===== src/sv/i2cmts_pkg.sv =====
// Shared types and constants for the I2C master transfer sequencer.
// No dependencies; the top level and its checker import this package.
`timescale 1ns / 1ps

package i2cmts_pkg;

  typedef enum logic [1:0] {
    OP_LOAD   = 2'd0,
    OP_BEGIN  = 2'd1,
    OP_CONT   = 2'd2,
    OP_STATUS = 2'd3
  } op_e;

  typedef enum logic [1:0] {
    PH_IDLE   = 2'd0,
    PH_START  = 2'd1,
    PH_ACTIVE = 2'd2
  } phase_e;

  typedef enum logic [1:0] {
    OUTC_BUSY   = 2'd0,
    OUTC_DONE   = 2'd1,
    OUTC_FAILED = 2'd2
  } outcome_e;

  // Two-wire master status codes
  localparam logic [7:0] ST_REP_START     = 8'h10;
  localparam logic [7:0] ST_MTX_ADR_ACK   = 8'h18;
  localparam logic [7:0] ST_MTX_DATA_ACK  = 8'h28;
  localparam logic [7:0] ST_MRX_ADR_ACK   = 8'h40;
  localparam logic [7:0] ST_MRX_DATA_ACK  = 8'h50;
  localparam logic [7:0] ST_MRX_DATA_NACK = 8'h58;

  localparam logic [7:0] NO_FAIL = 8'd248;

  // End option bits
  localparam int OPT_STOP_BIT = 0;
  localparam int OPT_REP_BIT  = 1;

  typedef struct packed {
    op_e        operation;
    logic [5:0] buffer_index;
    logic [7:0] data_byte;
    logic [7:0] address_byte;
    logic [6:0] byte_count;
    logic       send_stop;
    logic       send_rep_start;
    logic [7:0] status_code;
  } in_t;

  typedef struct packed {
    logic       ctl_valid;
    logic       ctl_int_enable;
    logic       ctl_clear_flag;
    logic       ctl_ack;
    logic       ctl_start;
    logic       ctl_stop;
    logic       tx_valid;
    logic       rx_valid;
    logic [7:0] byte_value;
    logic [5:0] rx_index;
    outcome_e   outcome;
    logic [7:0] fail_code;
  } out_t;

  // Control word plus a flag telling that the transfer ended here
  typedef struct packed {
    logic valid;
    logic ie;
    logic clr;
    logic ack;
    logic sta;
    logic sto;
    logic done;
  } ctl_t;

  function automatic ctl_t ctl_word(logic ie, logic clr, logic ack, logic sta, logic sto);
    ctl_t c;
    c.valid = 1'b1;
    c.ie    = ie;
    c.clr   = clr;
    c.ack   = ack;
    c.sta   = sta;
    c.sto   = sto;
    c.done  = 1'b0;
    return c;
  endfunction

  function automatic ctl_t finish_ctl(logic [1:0] opt);
    ctl_t c;
    if (opt[OPT_STOP_BIT]) begin
      c = ctl_word(1'b0, 1'b1, 1'b0, 1'b0, 1'b1);
    end else if (opt[OPT_REP_BIT]) begin
      c = ctl_word(1'b0, 1'b1, 1'b0, 1'b1, 1'b0);
    end else begin
      c = ctl_word(1'b0, 1'b0, 1'b0, 1'b0, 1'b0);
    end
    c.done = 1'b1;
    return c;
  endfunction

  // Control word for the next receive: NACK on the last byte when an end option is set
  function automatic ctl_t recv_ctl(logic [6:0] pos, logic [6:0] len, logic [1:0] opt);
    ctl_t c;
    if (pos >= len) begin
      c = finish_ctl(opt);
    end else if ({1'b0, len} == ({1'b0, pos} + 8'd1) && opt != 2'b00) begin
      c = ctl_word(1'b1, 1'b1, 1'b0, 1'b0, 1'b0);
    end else begin
      c = ctl_word(1'b1, 1'b1, 1'b1, 1'b0, 1'b0);
    end
    return c;
  endfunction

endpackage


===== src/sv/i2c_master_transfer_sequencer.sv =====
// I2C master transfer sequencer: top level with the transmit/receive buffer RAM.
// Depends on i2cmts_pkg.
`timescale 1ns / 1ps

// Usage:
//   Input channel (in_valid / in_stall / in_item) carries one operation per beat:
//   buffer load, begin transfer, continue transfer or a bus status event from
//   the byte engine. Output channel (out_valid / out_stall / out_item) returns
//   exactly one result beat per input beat, in order: the control word for the
//   engine, a byte to send or a received byte with its buffer index, the
//   outcome and the last recorded fail code.
//   From acceptance to out_valid a beat passes through the read stage (the
//   synchronous buffer read) and then the output register. Throughput is one
//   beat per cycle while the receiver does not stall; the small sequencing
//   registers update at acceptance, so a following beat sees them at once,
//   and buffer writes land before the next read is issued.
//   Reset clears the sequencing state (phase idle, fail code 248) and empties
//   the pipeline; buffer contents are undefined until loaded.
//   When the receiver stalls, the output register holds its beat, one more
//   beat can sit in the read stage, and in_stall rises once both are full.
module i2c_master_transfer_sequencer
  import i2cmts_pkg::*;
#(
  parameter int BUF_DEPTH = 64
) (
  input  logic clk,
  input  logic rst,
  input  logic in_valid,
  output logic in_stall,
  input  in_t  in_item,
  output logic out_valid,
  input  logic out_stall,
  output out_t out_item
);

  localparam int AW = (BUF_DEPTH > 1) ? $clog2(BUF_DEPTH) : 1;
  localparam logic [AW-1:0] SLOT_LAST = AW'(BUF_DEPTH - 1);

  typedef logic [AW-1:0] slot_lut_t [64];

  function automatic slot_lut_t build_slot_lut();
    slot_lut_t t;
    for (int i = 0; i < 64; i++) begin
      t[i] = AW'(i % BUF_DEPTH);
    end
    return t;
  endfunction

  localparam slot_lut_t SLOT_LUT = build_slot_lut();

  // Sequencing registers
  phase_e     phase, phase_next;
  logic [6:0] byte_position, byte_position_next;
  logic [AW-1:0] slot_pos, slot_pos_next;
  logic [6:0] transfer_length, transfer_length_next;
  logic [1:0] end_option, end_option_next;
  logic [7:0] saved_address, saved_address_next;
  logic [7:0] last_fail_code, last_fail_code_next;

  // Buffer RAM
  logic [7:0]    mem [BUF_DEPTH];
  logic          wr_en;
  logic [AW-1:0] wr_addr;
  logic [7:0]    wr_data;
  logic [AW-1:0] rd_addr;
  logic [7:0]    rd_data;

  // Read stage
  logic     s1_valid;
  out_t     s1_res, s1_res_next;
  out_t     s1_out;
  logic     s1_from_mem, s1_from_mem_next;
  logic     s1_adv;
  logic     in_acc;

  logic     st_tx_ack, st_rx_adr, st_rx_data, st_rx_nack;
  logic [6:0]    pos_inc;
  logic [AW-1:0] slot_inc;
  logic [1:0]    opt_in;

  assign s1_adv   = !out_valid || !out_stall;
  assign in_stall = s1_valid && !s1_adv;
  assign in_acc   = in_valid && !in_stall;

  assign st_tx_ack  = (in_item.status_code == ST_MTX_ADR_ACK) ||
                      (in_item.status_code == ST_MTX_DATA_ACK);
  assign st_rx_adr  = (in_item.status_code == ST_MRX_ADR_ACK);
  assign st_rx_data = (in_item.status_code == ST_MRX_DATA_ACK);
  assign st_rx_nack = (in_item.status_code == ST_MRX_DATA_NACK);
  assign opt_in     = {in_item.send_rep_start, in_item.send_stop};

  // Position and buffer slot advance together; slot wraps at the buffer depth
  assign pos_inc  = byte_position + 7'd1;
  assign slot_inc = (byte_position == 7'd127 || slot_pos == SLOT_LAST) ? '0
                                                                      : slot_pos + AW'(1);

  // Next phase
  always_comb begin
    phase_next = phase;
    if (in_acc) begin
      unique case (in_item.operation)
        OP_LOAD: begin
          phase_next = phase;
        end
        OP_BEGIN: begin
          phase_next = (in_item.status_code != ST_REP_START) ? PH_START : PH_ACTIVE;
        end
        OP_CONT: begin
          if (in_item.byte_count == 7'd0) begin
            phase_next = PH_IDLE;
          end else if (st_tx_ack || st_rx_adr || st_rx_data) begin
            phase_next = PH_ACTIVE;
          end else begin
            phase_next = PH_IDLE;
          end
        end
        OP_STATUS: begin
          unique case (phase)
            PH_START: phase_next = PH_ACTIVE;
            PH_ACTIVE: begin
              priority if (st_tx_ack) begin
                phase_next = (byte_position < transfer_length) ? PH_ACTIVE : PH_IDLE;
              end else if (st_rx_data) begin
                phase_next = (pos_inc >= transfer_length) ? PH_IDLE : PH_ACTIVE;
              end else if (st_rx_adr) begin
                phase_next = (byte_position >= transfer_length) ? PH_IDLE : PH_ACTIVE;
              end else begin
                phase_next = PH_IDLE;
              end
            end
            default: phase_next = phase;
          endcase
        end
        default: phase_next = phase;
      endcase
    end
  end

  // Result and datapath
  always_comb begin
    ctl_t c;
    c                    = '0;
    s1_res_next          = '0;
    s1_res_next.outcome  = OUTC_BUSY;
    s1_from_mem_next     = 1'b0;
    byte_position_next   = byte_position;
    slot_pos_next        = slot_pos;
    transfer_length_next = transfer_length;
    end_option_next      = end_option;
    saved_address_next   = saved_address;
    last_fail_code_next  = last_fail_code;
    wr_en                = 1'b0;
    wr_addr              = slot_pos;
    wr_data              = in_item.data_byte;
    rd_addr              = slot_pos;

    unique case (in_item.operation)
      OP_LOAD: begin
        wr_en   = in_acc;
        wr_addr = SLOT_LUT[in_item.buffer_index];
      end
      OP_BEGIN: begin
        transfer_length_next = in_item.byte_count;
        end_option_next      = opt_in;
        byte_position_next   = 7'd0;
        slot_pos_next        = '0;
        saved_address_next   = in_item.address_byte;
        if (in_item.status_code != ST_REP_START) begin
          c = ctl_word(1'b0, 1'b1, 1'b0, 1'b1, 1'b0);
        end else begin
          c = ctl_word(1'b1, 1'b1, 1'b0, 1'b0, 1'b0);
          s1_res_next.tx_valid   = 1'b1;
          s1_res_next.byte_value = in_item.address_byte;
        end
      end
      OP_CONT: begin
        transfer_length_next = in_item.byte_count;
        end_option_next      = opt_in;
        byte_position_next   = 7'd0;
        slot_pos_next        = '0;
        rd_addr              = '0;
        if (in_item.byte_count == 7'd0) begin
          s1_res_next.outcome = OUTC_DONE;
        end else if (st_tx_ack) begin
          c = ctl_word(1'b1, 1'b1, 1'b0, 1'b0, 1'b0);
          s1_res_next.tx_valid = 1'b1;
          s1_from_mem_next     = 1'b1;
          byte_position_next   = 7'd1;
          slot_pos_next        = (BUF_DEPTH > 1) ? AW'(1) : '0;
        end else if (st_rx_adr || st_rx_data) begin
          c = recv_ctl(7'd0, in_item.byte_count, opt_in);
        end else begin
          last_fail_code_next = in_item.status_code;
          s1_res_next.outcome = OUTC_FAILED;
        end
      end
      OP_STATUS: begin
        unique case (phase)
          PH_START: begin
            c = ctl_word(1'b1, 1'b1, 1'b0, 1'b0, 1'b0);
            s1_res_next.tx_valid   = 1'b1;
            s1_res_next.byte_value = saved_address;
          end
          PH_ACTIVE: begin
            priority if (st_tx_ack) begin
              if (byte_position < transfer_length) begin
                c = ctl_word(1'b1, 1'b1, 1'b0, 1'b0, 1'b0);
                s1_res_next.tx_valid = 1'b1;
                s1_from_mem_next     = 1'b1;
                byte_position_next   = pos_inc;
                slot_pos_next        = slot_inc;
              end else begin
                c = finish_ctl(end_option);
              end
            end else if (st_rx_data || st_rx_nack) begin
              wr_en                  = in_acc;
              s1_res_next.rx_valid   = 1'b1;
              s1_res_next.byte_value = in_item.data_byte;
              s1_res_next.rx_index   = 6'(slot_pos);
              byte_position_next     = pos_inc;
              slot_pos_next          = slot_inc;
              c = st_rx_nack ? finish_ctl(end_option)
                             : recv_ctl(pos_inc, transfer_length, end_option);
            end else if (st_rx_adr) begin
              c = recv_ctl(byte_position, transfer_length, end_option);
            end else begin
              last_fail_code_next = in_item.status_code;
              c = ctl_word(1'b0, 1'b1, 1'b0, 1'b0, 1'b1);
              s1_res_next.outcome = OUTC_FAILED;
            end
          end
          default: begin
            c = '0;
          end
        endcase
      end
      default: begin
        c = '0;
      end
    endcase

    s1_res_next.ctl_valid      = c.valid;
    s1_res_next.ctl_int_enable = c.ie;
    s1_res_next.ctl_clear_flag = c.clr;
    s1_res_next.ctl_ack        = c.ack;
    s1_res_next.ctl_start      = c.sta;
    s1_res_next.ctl_stop       = c.sto;
    if (c.done) begin
      s1_res_next.outcome = OUTC_DONE;
    end
    s1_res_next.fail_code = last_fail_code_next;
  end

  // Sequencing state
  always_ff @(posedge clk) begin
    if (rst) begin
      phase           <= PH_IDLE;
      byte_position   <= 7'd0;
      slot_pos        <= '0;
      transfer_length <= 7'd0;
      end_option      <= 2'd0;
      saved_address   <= 8'd0;
      last_fail_code  <= NO_FAIL;
    end else if (in_acc) begin
      phase           <= phase_next;
      byte_position   <= byte_position_next;
      slot_pos        <= slot_pos_next;
      transfer_length <= transfer_length_next;
      end_option      <= end_option_next;
      saved_address   <= saved_address_next;
      last_fail_code  <= last_fail_code_next;
    end
  end

  // Buffer RAM: one write port, one registered read port
  always_ff @(posedge clk) begin
    if (wr_en) begin
      mem[wr_addr] <= wr_data;
    end
    if (in_acc) begin
      rd_data <= mem[rd_addr];
    end
  end

  // Read stage and output register
  always_ff @(posedge clk) begin
    if (rst) begin
      s1_valid  <= 1'b0;
      out_valid <= 1'b0;
    end else begin
      if (in_acc) begin
        s1_valid <= 1'b1;
      end else if (s1_adv) begin
        s1_valid <= 1'b0;
      end
      if (s1_adv) begin
        out_valid <= s1_valid;
      end
    end
  end

  // Merge the buffer byte into the read-stage beat
  always_comb begin
    s1_out = s1_res;
    if (s1_from_mem) begin
      s1_out.byte_value = rd_data;
    end
  end

  always_ff @(posedge clk) begin
    if (in_acc) begin
      s1_res      <= s1_res_next;
      s1_from_mem <= s1_from_mem_next;
    end
    if (s1_valid && s1_adv) begin
      out_item <= s1_out;
    end
  end

endmodule


===== config.mk =====
export PLATFORM = sky130hd
export DESIGN_NAME = i2c_master_transfer_sequencer
export DESIGN_NICKNAME = d
export VERILOG_FILES = /design/src/sv/i2cmts_pkg.sv /design/src/sv/i2c_master_transfer_sequencer.sv
export SDC_FILE = /design/constraint.sdc
export NUM_CORES = 1
export LEC_CHECK = 0
export ABC_CLOCK_PERIOD_IN_PS = 3830
export BUFFER_PORTS_ARGS = -buffer_cell sky130_fd_sc_hd__buf_2
export CORE_ASPECT_RATIO = 1.75
export CORE_UTILIZATION = 60
export DETAILED_ROUTE_END_ITERATION = 16
export GPL_TIMING_DRIVEN = 1
export PLACE_DENSITY_LB_ADDON = 0.12
export SKIP_CTS_REPAIR_TIMING = 1
export SLEW_MARGIN = 30
export SYNTH_ARGS = -nofsm -noshare
export SYNTH_HDL_FRONTEND = slang
export SYNTH_SLANG_ARGS = --single-unit

===== constraint.sdc =====
create_clock -name clk -period 3.83 [get_ports clk]
set_clock_uncertainty 0.2 [all_clocks]
set_input_delay 0.383 -clock clk [delete_from_list [all_inputs] [get_ports clk]]
set_output_delay 0.383 -clock clk [all_outputs]
set_load 0.03 [all_outputs]

=== Word-level counts from Yosys, hierarchy flattened ===
Memories as Yosys holds them, arrays and structs flattened. A register that Yosys moved wholly into a read port is not among the register bits.
Index checks and enable logic that the tools add are counted.

* Bits in registers: 107
* RAM bits: 512
* ROM bits: 384
* Input port bits: 45
* Output and inout port bits: 34
* Word-level logic and storage cells: 189
* Memories kept: 2

* $add $sub $neg: 4
* $lt $le $gt $ge: 5
* Equal/unequal tests: 20
* Muxes and demuxes: 89
* Bitwise operators: 5
* Reduce and logical (&&, ||, !) cells: 30

{| class="wikitable"
|+ Memory list
! memory !! words !! width !! rd ports !! clocked after memory_dff !! write ports !! RTL line !! RTL
|-
| mem || 64 || 8 || 1 || 1 || 1 || i2c_master_transfer_sequencer.sv:61 || <nowiki>logic [7:0] mem [BUF_DEPTH];</nowiki>
|-
| (name not given) || 64 || 6 || 1 || 0 || 0 || i2c_master_transfer_sequencer.sv:160 || <nowiki>wr_addr = SLOT_LUT[in_item.buffer_index];</nowiki>
|}

{| class="wikitable"
|+ Operator list
! kind !! number
|-
| 7-bit 2-to-1 mux || 14
|-
| 8-bit 2-to-1 mux || 9
|-
| 6-bit 2-to-1 mux || 11
|-
| 8-bit case mux with 2 select lines || 3
|-
| 7-bit case mux with 3 select lines || 2
|-
| 2-bit 2-to-1 mux || 15
|-
| 8-bit by 7-bit == test with 1-bit output (second input constant) || 3
|-
| 5-bit 2-to-1 mux || 4
|-
| 6-bit case mux with 3 select lines || 1
|-
| 1-bit 2-to-1 mux || 17
|-
| 7-bit by 1-bit adder with 8-bit output (second input constant) || 2
|-
| 7-bit by 8-bit == test with 1-bit output || 2
|-
| 16-bit 2-to-1 mux || 1
|-
| 15-bit 2-to-1 mux || 1
|-
| 7-bit greater-or-equal comparator || 2
|-
| 7-bit case mux with 2 select lines || 1
|-
| 4-bit 2-to-1 mux || 3
|-
| 8-bit by 5-bit == test with 1-bit output (second input constant) || 1
|-
| 8-bit by 6-bit == test with 1-bit output (second input constant) || 1
|-
| 8-bit by 5-bit != test with 1-bit output (second input constant) || 1
|-
| 2-bit case mux with 2 select lines || 2
|-
| 7-bit by 1-bit adder with 7-bit output (second input constant) || 1
|-
| 7-bit by 1-bit == test with 1-bit output (second input constant) || 1
|-
| 7-bit == test (second input constant) || 1
|-
| 28 further kinds || 54
|}

=== Depth between registers and ports, before layout ===
Gate-level depths: netlist of the first run.

* Depth after elaboration: 12
* Gate-level depth with buffers: 12
* Mapped depth without buffers: 12

=== Least setup slack after synthesis of the first run ===
No wires, ideal clock.

* Path kind: register to register
* Start point: register out_valid
* End point: register out_item[0] in the netlist's numbering (enable)
* Library setup time: 470 ps
* Data arrival time: 2807 ps
* Required time: 3160 ps
* Path slack: 353 ps
* Cell stages (with the launch flop): 2
* Buffers on the path: 0
* Period minus slack after synthesis: 3477 ps
* Cells stage by stage: dfxtp_1 -> a21boi_0

* Longest elaborated chain between the ends: 3

{| class="wikitable"
|+ RTL lines
! what !! RTL line !! RTL
|-
| start, declared || i2c_master_transfer_sequencer.sv:31 || <nowiki>output logic out_valid,</nowiki>
|-
| start signal, assigned || i2c_master_transfer_sequencer.sv:297 || <nowiki>out_valid <= s1_valid;</nowiki>
|-
| 1-bit zero test || i2c_master_transfer_sequencer.sv:81 || <nowiki>assign s1_adv = !out_valid || !out_stall;</nowiki>
|-
| 1-bit logical OR || i2c_master_transfer_sequencer.sv:81 ||
|-
| 1-bit logical AND || i2c_master_transfer_sequencer.sv:315 || <nowiki>if (s1_valid && s1_adv) begin</nowiki>
|-
| end signal, assigned || i2c_master_transfer_sequencer.sv:316 || <nowiki>out_item <= s1_out;</nowiki>
|-
| end, declared || i2c_master_transfer_sequencer.sv:33 || <nowiki>output out_t out_item</nowiki>
|}

Every way passes these cells.
A chain may end at the register's enable or synchronous reset.

=== Final worst setup path of the first run ===
* Start point: input in_item[39] in the netlist's numbering
* End point: register rd_data[1], read port of mem, data pin

* Longest elaborated chain between the ends: 2

{| class="wikitable"
|+ RTL lines
! what !! RTL line !! RTL
|-
| start, declared || i2c_master_transfer_sequencer.sv:30 || <nowiki>input in_t in_item,</nowiki>
|-
| 2-bit == test || i2c_master_transfer_sequencer.sv:157 || <nowiki>unique case (in_item.operation)</nowiki>
|-
| 6-bit 2-to-1 mux || i2c_master_transfer_sequencer.sv:157 ||
|-
| end, declared || i2c_master_transfer_sequencer.sv:66 || <nowiki>logic [7:0] rd_data;</nowiki>
|}

Every way passes these cells.

==> results of run 1 <==
[through the flow]
step,util,cell area (sq um)
after floorplan,-,25800
after global placement,0.648,27500
after detailed placement,0.649,27500
after CTS,0.693,29400
after global routing,0.699,29700
final,0.699,29700
[worst register-to-register path, cell delays in order, from the launching register on]
cell and delay, ns:
dfxtp_1 0.53, ha_1 0.31, nand3_1 0.11, xor2_1 0.43, inv_1 0.10, ha_1 0.30
a21oi_1 0.16, nor2b_1 0.06, o21ai_0 0.14, o211a_1 0.26, o21ai_1 0.12, and2_1 0.18
a21o_1 0.22
[final timing paths]
kind / to / slack, ns / from / cells past startpoint
setup reg to reg: s1_out[8] / 0.45 / byte_position[0] / 12
hold reg to reg: out_item[6] / 0.22 / s1_out[6] / 0
setup / recovery: rd_data[1] / 0.43 / in_item[39] / 13
hold / removal: last_fail_code[3] / -0.001 / in_item[3] / 2
[report_power, final]
part	switching, mW	leakage (nW)	internal [mW]
sequential	0.0447	5.66	7.55
combinational	0.493	3.08	0.233
clock	2.38	0.910	3.32
total	2.91	9.65	11.1
[layout make-up]
| cell class | instances | area share |
|---|---|---|
| multi-input combinational | 962 | 0.229 |
| antenna | 2 | 0.000169 |
| timing repair buffer | 242 | 0.0596 |
| clock inverter | 33 | 0.0142 |
| sequential | 627 | 0.621 |
| tap | 561 | 0.0237 |
| inverter | 32 | 0.00405 |
| clock buffer | 65 | 0.0480 |
[cells by family after synthesis]
| kind of cell | Yosys count | share of synthesized area |
|---|---|---|
| compound gates | 469 | 0.123 |
| xor+xnor | 14 | 0.00505 |
| fa+ha+maj | 24 | 0.0117 |
| buf+inv | 144 | 0.0226 |
| flops | 627 | 0.715 |
| mux | 115 | 0.0612 |
| simple gates | 340 | 0.0615 |
[routing by layer]
layer	share of wire	GRT usage	routed length, microns
met3	0.059	0.0398	3950
met5	0.00019	0	13
met1	0.34	0.352	22800
met4	0.056	0.167	3740
met2	0.54	0.573	36500
[state kept, by name, summed over array words and instances, names as in the netlist, 2 cells and up]
signal and flops:
transfer_length 7, s1_res 8, phase 2, rd_data 8
mem 512, last_fail_code 8, byte_position 7, out_item 32
saved_address 8, end_option 2, slot_pos 6, s1_out 24
[placed cells by master (no fill, tap or decap), drive strengths merged, types with 11 or more instances in the layout]
cell	count
a31oi	13
clkbuf	65
a211oi	47
clkinv	21
o21ai	89
nor2b	16
dfxtp	42
mux4	33
buf	216
edfxtp	585
a21oi	97
ha	24
nor2	114
o221ai	68
nand2	97
dlygate4sd3	26
mux2i	72
o22ai	38
nand3	39
o211ai	31
a22oi	11
inv	33
nor3	17
==> summary.md, run 1 <==
| Metric | Value |
|---|---|
| Outcome | `finished with violations` |
| Failing checks | `hold timing` |
| Synth Flop Type | `edfxtp_1` |
| Slew headroom | `0.343` |
| Largest stage delay on the critical path | `0.53 ns` |
| Area share of the largest cell type after synthesis | `0.682` |
| EDFF count, synth | `585` |
| Unrepaired setup endpoints after global routing | `false` |
| CTS tree | `yes` |
| Crit-path leading delay family | `buffers and inverters` |
| HP Class | `in2reg` |
| First DRT Iteration DRCs | `1672` |
| Synth Net Count | `1802` |
| FMAX | `294 MHz` |
| Syn Inst Count | `1733` |
| Count leader, synth | `edfxtp_1` |
| Worst IR drop on VDD | `0.464 mV` |
| Vias | `16400` |
| Commonest cells in the netlist | `585 x edfxtp_1, 113 x nor2_1, 97 x a21oi_1, 97 x nand2_1, 84 x o21ai_0` |
| Placed Instances | `2398` |
| Drt first pass iters | `6` |
| Area occupied by registers | `18400 sq um` |
| Root Driver | `clkbuf_16` |
| Vias per Instance | `6.49` |
| Post-DP HPWL | `45.1 mm` |
| Max cap viols | `0` |
| Max H-tree Level | `2` |
| Multi-input gate area | `6800 sq um` |
| Final-report hold violation count | `1` |
| Post-synthesis sequential area ratio | `0.715` |
| Fin Hold WS | `-0.00137 ns` |
| Pins Over Slew Limit | `0` |
| Main area contributors after synthesis | `edfxtp_1 68%, dfxtp_1 3.3%, mux4_2 2.9%, mux2i_1 2.8%, o221ai_1 2.3%` |
| Tcrit/Tclk final | `0.889` |
| Clock sinks | `627` |
| Grt total ovfl | `0` |
| I/O pin cnt | `79` |
| Post-route ant nets | `0` |
| #FFs+latches synth | `627` |
| Setup WS post-layout | `0.426 ns` |
| Critical Path AT | `3.52 ns` |
| Pleak | `9.65 nW` |
| Clock Tree Buf Depth | `3` |
| DRT Wirelength | `67.0 mm` |
| Slew @ Worst Pin | `0.979 ns` |
| Fin cells | `2524` |
| Pre-CTS setup slack | `0.418 ns` |
| Wirelength per Cell | `26.6 microns` |
| Die X-Extent | `159 microns` |
| Critical path peak fanout | `15` |
| First-pass GRT wire length | `99.6 mm` |
| Chip height | `276 microns` |
| Yosys warning total | `0` |
| Crit end category | `flop` |
| Worst-path clk slew | `0.07 ns` |
| Slowest CP cell | `dlygate4sd3_1` |
| Post-synth ARST share | `0` |
| Final setup violating endpoints | `0` |
| Die area | `43800 sq um` |
| Routability cong. | `0.992` |
| Period minus WS final | `3.40 ns` |
| Fillcell total | `2810` |
| Post-Synthesis Cell Area | `25800 sq um` |
| Share of cells above drive strength 1 | `0.185` |
| Layout area overhead | `15.1%` |
| Area leader, netlist | `edfxtp_1` |
| Insertion delay to the later sink of the worst-skew pair | `0.58 ns` |
| Nets | `1987` |
| WP data required | `3.94 ns` |
| Largest net degree at the start of global routing | `115` |
| Initial Utilization | `0.607` |
| Initial antenna violation count | `1` |
| Setup TNS | `0 ns` |
| Total power | `14.0 mW` |
| Core area | `42400 sq um` |
| Vias in the first global route | `16600` |
| DRC violations left | `0` |
| Total CTS buffers | `53` |
| CP Cell Sequence | `dlygate4sd3_1 > buf_2 > inv_1 > ha_1 > buf_4 > nor2b_4 > buf_4 > buf_4 > mux4_2 > o21ai_0 > a21oi_1 > nand3_1 > o41ai_1` |
| Cell Pwr Density | `473 nW/um^2` |
| CP startpoint kind | `input pin` |
| WS Path Type | `in2reg` |
| Total global routing track utilization | `0.315` |
| CP Buf/Inv Count | `6` |
| Mapped Avg Cell Area | `14.9 sq um` |
| Post-synth cell types | `69` |
| Most frequent CP cell | `buf_4` |
| Port bufs | `78` |
| Row count | `100` |
Power figures use the tool's default switching activity.
==> run 2: changes to the inputs <==
CORE_UTILIZATION = 29   (was 60)
==> run 2 against run 1 <==
The run now ends clean. Combinational power up 7.9%. Via count is 2.4% lower. Non-clock buffer count is 22 higher. Clock power rose by 6.8%. Wire length rose by 20%. Largest cell class unchanged. Critical path type unchanged. Worst hold slack better by 0.042 ns. Setup slack lost 0.34 ns. Cell count is 25% higher. Utilization decreased by 35 points. Sequential share of layout area shrank 2.2 points.
==> summary.md, run 2 (synthesis results as in run 1) <==
| Metric | Value |
|---|---|
| Layout area overhead | `19.4%` |
| Chip height | `396 microns` |
| Max H-tree Level | `2` |
| Clock sinks | `627` |
| I/O pin cnt | `79` |
| Most Used Layer, Global Route | `met2` |
| DRC violations left | `0` |
| Share of cells above drive strength 1 | `0.195` |
| Crit end category | `flop` |
| Pins Over Slew Limit | `0` |
| Nets | `2014` |
| Drt first pass iters | `5` |
| DRT Wirelength | `80.3 mm` |
| Routing usage on met3 | `0.0243` |
| Met1 global-route usage | `0.180` |
| Slew @ Worst Pin | `0.990 ns` |
| Total global routing track utilization | `0.179` |
| Period minus WS final | `3.74 ns` |
| Post-DP HPWL | `54.9 mm` |
| Core area | `87900 sq um` |
| Register-to-register setup slack | `0.50 ns` |
| Commonest non-fill, non-tap cell in the layout | `edfxtp_1` |
| Row count | `144` |
| Cell Pwr Density | `470 nW/um^2` |
| HP Class | `in2reg` |
| WP data required | `3.97 ns` |
| Routability cong. | `0.915` |
| FMAX | `267 MHz` |
| Final-report hold violation count | `0` |
| Grt total ovfl | `0` |
| Max cap viols | `0` |
| Final setup violating endpoints | `0` |
| Vias | `16000` |
| Largest reg by FF count | `mem` |
| Final Core Density | `0.350` |
| Total power | `14.5 mW` |
| Outcome | `complete, no violations` |
| Critical Path AT | `3.88 ns` |
| Post-route ant nets | `0` |
| Port bufs | `78` |
| Die X-Extent | `227 microns` |
| Most frequent cells in the layout | `585 x edfxtp_1, 153 x buf_4, 111 x nor2_1` |
| Vias per Instance | `5.06` |
| Clock Tree Buf Depth | `3` |
| First-pass GRT wire length | `116 mm` |
| Vias in the first global route | `16600` |
| Pleak | `9.81 nW` |
| Die area | `90100 sq um` |
| Total CTS buffers | `58` |
| Root Driver | `clkbuf_16` |
| Tcrit/Tclk final | `0.977` |
| WS Path Type | `in2reg` |
| CP startpoint kind | `input pin` |
| Wirelength per Cell | `25.4 microns` |
| Initial Utilization | `0.293` |
| Largest net degree at the start of global routing | `106` |
| Diode count | `0` |
| Placed Instances | `3026` |
| CTS tree | `yes` |
| Initial antenna violation count | `2` |
| Fin cells | `3160` |
| Slew headroom | `0.340` |
| First DRT Iteration DRCs | `1000` |
| Insertion delay to the later sink of the worst-skew pair | `0.64 ns` |
| Max reg flops | `512` |
| Critical path peak fanout | `48` |
| Setup TNS | `0 ns` |
| Worst-path clk slew | `0.06 ns` |
| Fillcell total | `8528` |
| Worst IR drop on VDD | `0.361 mV` |
| Unrepaired setup endpoints after global routing | `false` |
| GR Util met2 | `0.349` |
run 2: changes by cell type in the layout (fill, tap and decap cells not counted), sizes merged:
cell         before  now
clkbuf           65   68
dlygate4sd3      26   27
diode             2    0
bufinv           10    9
buf             216  237
clkinv           21   24
clkinvlp          1    5
run 2: path summary, 6_finish.rpt:
check / depth (start not counted) / startpoint / end
worst max-delay path: 13 / in_item[39] / rd_data[1]
worst min-delay path: 3 / in_item[5] / last_fail_code[5]
worst max register to register: 10 / byte_position[2] / s1_out[30]
worst min register to register: 0 / s1_out[5] / out_item[5]
run 2: critical path, cell delays in order:
cell	delay [ns]
dlygate4sd3_1	0.53
buf_2	0.14
inv_1	0.08
ha_1	0.27
buf_4	0.22
or2_2	0.33
buf_12	0.20
o221ai_1	0.23
o21ai_0	0.19
a21oi_1	0.24
o211ai_1	0.11
a31oi_1	0.74
o41ai_1	0.19
run 2: final cells by class:
cell class / count / area (sq um) / area share
repair buffers: 264 / 1980 / 0.0645
flip-flops and latches: 627 / 18400 / 0.598
clock inverters: 39 / 472 / 0.0153
clock buffers: 68 / 1510 / 0.0491
inverters: 32 / 121 / 0.00394
multi-input cells: 962 / 6810 / 0.221
well taps: 1168 / 1460 / 0.0475
run 2: power by group:
group / internal (mW) / total (mW) / leakage [nW] / switching, mW
Combinational: 0.248 / 0.783 / 3.20 / 0.536
Sequential: 7.55 / 7.58 / 5.66 / 0.0320
Clock: 3.44 / 6.09 / 0.948 / 2.65
run 2: per-stage QoR:
stage	cell area, sq um	setup slack [ns]	hold slack (ns)
floorplan	25800	0.353	0.200
global placement	28500	0.109	0.201
detailed placement	28500	0.0990	0.205
CTS	30500	0.481	-0.235
global route	30800	0.170	0.0239
finish	30800	0.0893	0.0405
run 2: metal layers:
| layer | share of wire | vias up |
|---|---|---|
| met4 | 0.054 | 4 |
| met3 | 0.034 | 155 |
| li1 | - | 7318 |
| met1 | 0.35 | 8142 |
| met5 | 0.00032 | - |
| met2 | 0.56 | 368 |
==> run 3: changes to the inputs <==
PLACE_DENSITY = 0.45   (was default)
PLACE_DENSITY_LB_ADDON = default   (was 0.12)
==> run 3 against run 2 <==
Combinational power fell by 3.6%. Setup slack improved by 0.38 ns. Final area fell by 0.36%. Die area did not move. Sequential power barely moved.
==> summary.md, run 3 (synthesis results as in run 1) <==
| Metric | Value |
|---|---|
| Outcome | `complete, no violations` |
| Commonest non-fill, non-tap cell in the layout | `edfxtp_1` |
| Final Core Density | `0.349` |
| P_int | `11.1 mW` |
| Total CTS buffers | `55` |
| Sequential group share of total power | `0.536` |
| Combinational share of power | `0.053` |
| Clock Tree Buf Depth | `3` |
| DRT Wirelength | `77.3 mm` |
| Critical Path AT | `3.50 ns` |
| Tcrit/Tclk final | `0.878` |
| FMAX | `297 MHz` |
| Clock group share of total power | `0.411` |
| Slowest CP cell | `dfxtp_1` |
| Largest stage delay on the critical path | `0.54 ns` |
| CP Cell Sequence | `ha_1 > nand3_1 > xor2_1 > inv_1 > ha_1 > nand4_1 > o211a_1 > o31a_1 > o21ai_0 > a31oi_1` |
| I/O pin cnt | `79` |
| Initial antenna violation count | `2` |
| Insertion delay to the later sink of the worst-skew pair | `0.62 ns` |
| Chip height | `396 microns` |
| Max H-tree Level | `2` |
| Share of cells above drive strength 1 | `0.192` |
| Most frequent cells in the layout | `585 x edfxtp_1, 149 x buf_4, 112 x nor2_1` |
| Total global routing track utilization | `0.172` |
| First DRT Iteration DRCs | `1150` |
| HP Class | `in2reg` |
| Sw power | `3.09 mW` |
| Post-DP HPWL | `53.3 mm` |
| Root Driver | `clkbuf_16` |
| Slew @ Worst Pin | `0.976 ns` |
| Final-report hold violation count | `0` |
| Clock sinks | `627` |
| Worst-path clk slew | `0.07 ns` |
| Pleak | `9.76 nW` |
| Pins Over Slew Limit | `0` |
| Port bufs | `78` |
| Drt first pass iters | `5` |
| Die X-Extent | `227 microns` |
| Post-route ant nets | `0` |
| WS Path Type | `reg2reg` |
| Max cap viols | `0` |
| Switching Share | `0.218` |
| CP startpoint kind | `flop` |
| Nets | `2009` |
| Period minus WS final | `3.36 ns` |
| DRC violations left | `0` |
| WP data required | `3.97 ns` |
| Cell Pwr Density | `462 nW/um^2` |
| Slew headroom | `0.349` |
| Post-route cell area | `30700 sq um` |
| Worst IR drop on VDD | `0.329 mV` |
| Max reg flops | `512` |
| Critical path peak fanout | `11` |
| Layout area overhead | `19.0%` |
| Unrepaired setup endpoints after global routing | `false` |
| Grt total ovfl | `0` |
| Crit end category | `flop` |
| Routability cong. | `0.892` |
| Die area | `90100 sq um` |
| Vias in the first global route | `16900` |
| Post-DP Area | `28500 sq um` |
| Initial Utilization | `0.293` |
| Vias | `16100` |
| Final setup violating endpoints | `0` |
| First-pass GRT wire length | `113 mm` |
| Wirelength per Cell | `24.5 microns` |
| CTS tree | `yes` |
| Vias per Instance | `5.10` |
| Diode count | `0` |
| Core area | `87900 sq um` |
| Most frequent CP cell | `ha_1` |
| Setup TNS | `0 ns` |
| Row count | `144` |
| Largest net degree at the start of global routing | `114` |
| Largest reg by FF count | `mem` |
[run 3: changes by cell type in the layout (fill, tap and decap cells not counted), moves of 2 or more]
cell        previous run  this run
buf_4                153       149
clkinv_2               7        11
clkinv_8               3         0
clkinvlp_4             5         2
clkbuf_1               9        11
clkbuf_16             59        57
clkinv_1              11         9
o21ai_1                6         4
[run 3: critical path: cells and delay by family (launching register included)]
kind	cells	cell delay, ns
xor+xnor	1	0.38
fa+ha+maj	2	0.64
flops	1	0.54
simple gates	2	0.29
compound gates	4	0.95
buf+inv	1	0.10
[run 3: per-stage QoR]
stage | setup slack [ns] | hold WS, ns | power [mW] | std cells
global placement | 0.441 | 0.202 | 8.46 | 3021
global route | 0.223 | 0.0284 | 14.6 | 3153
floorplan | 0.353 | 0.200 | 8.11 | 1733
CTS | 0.525 | -0.192 | 14.3 | 3125
detailed placement | 0.372 | 0.205 | 8.48 | 3023
finish | 0.467 | 0.0105 | 14.2 | 3153
[run 3: metal layers]
metal | vias to the layer above | GRT usage | part of all wire
li1 | 7310 | - | -
met1 | 8167 | 0.173 | 0.35
met2 | 426 | 0.339 | 0.57
met3 | 163 | 0.0161 | 0.033
met4 | 2 | 0.0906 | 0.054
met5 | - | 0 | 0.00017
[run 3: power groups by stage]
stage / Combinational, mW / Clock (mW) / Sequential (mW)
after global placement: 0.724 / 0 / 7.74
final: 0.755 / 5.82 / 7.59
after CTS: 0.744 / 5.98 / 7.59
after floorplan: 0.357 / 0 / 7.75
after global routing: 0.819 / 6.16 / 7.59
after detailed placement: 0.741 / 0 / 7.74
[run 3: path summary, 6_finish.rpt]
kind,start,end,slack [ns],cells past startpoint
worst min register to register,s1_out[31],out_item[31],0.22,0
worst max register to register,byte_position[0],s1_out[30],0.47,10
worst min-delay path,in_item[4],last_fail_code[4],0.01,2
worst max-delay path,byte_position[0],s1_out[30],0.47,10
[run 3: area by class of cell]
class	count	area, sq um
clock buffers	68	1470
fillers	8553	57300
repair buffers	262	1990
well taps	1168	1460
flip-flops and latches	627	18400
inverters	32	121
clock inverters	34	394
multi-input cells	962	6810
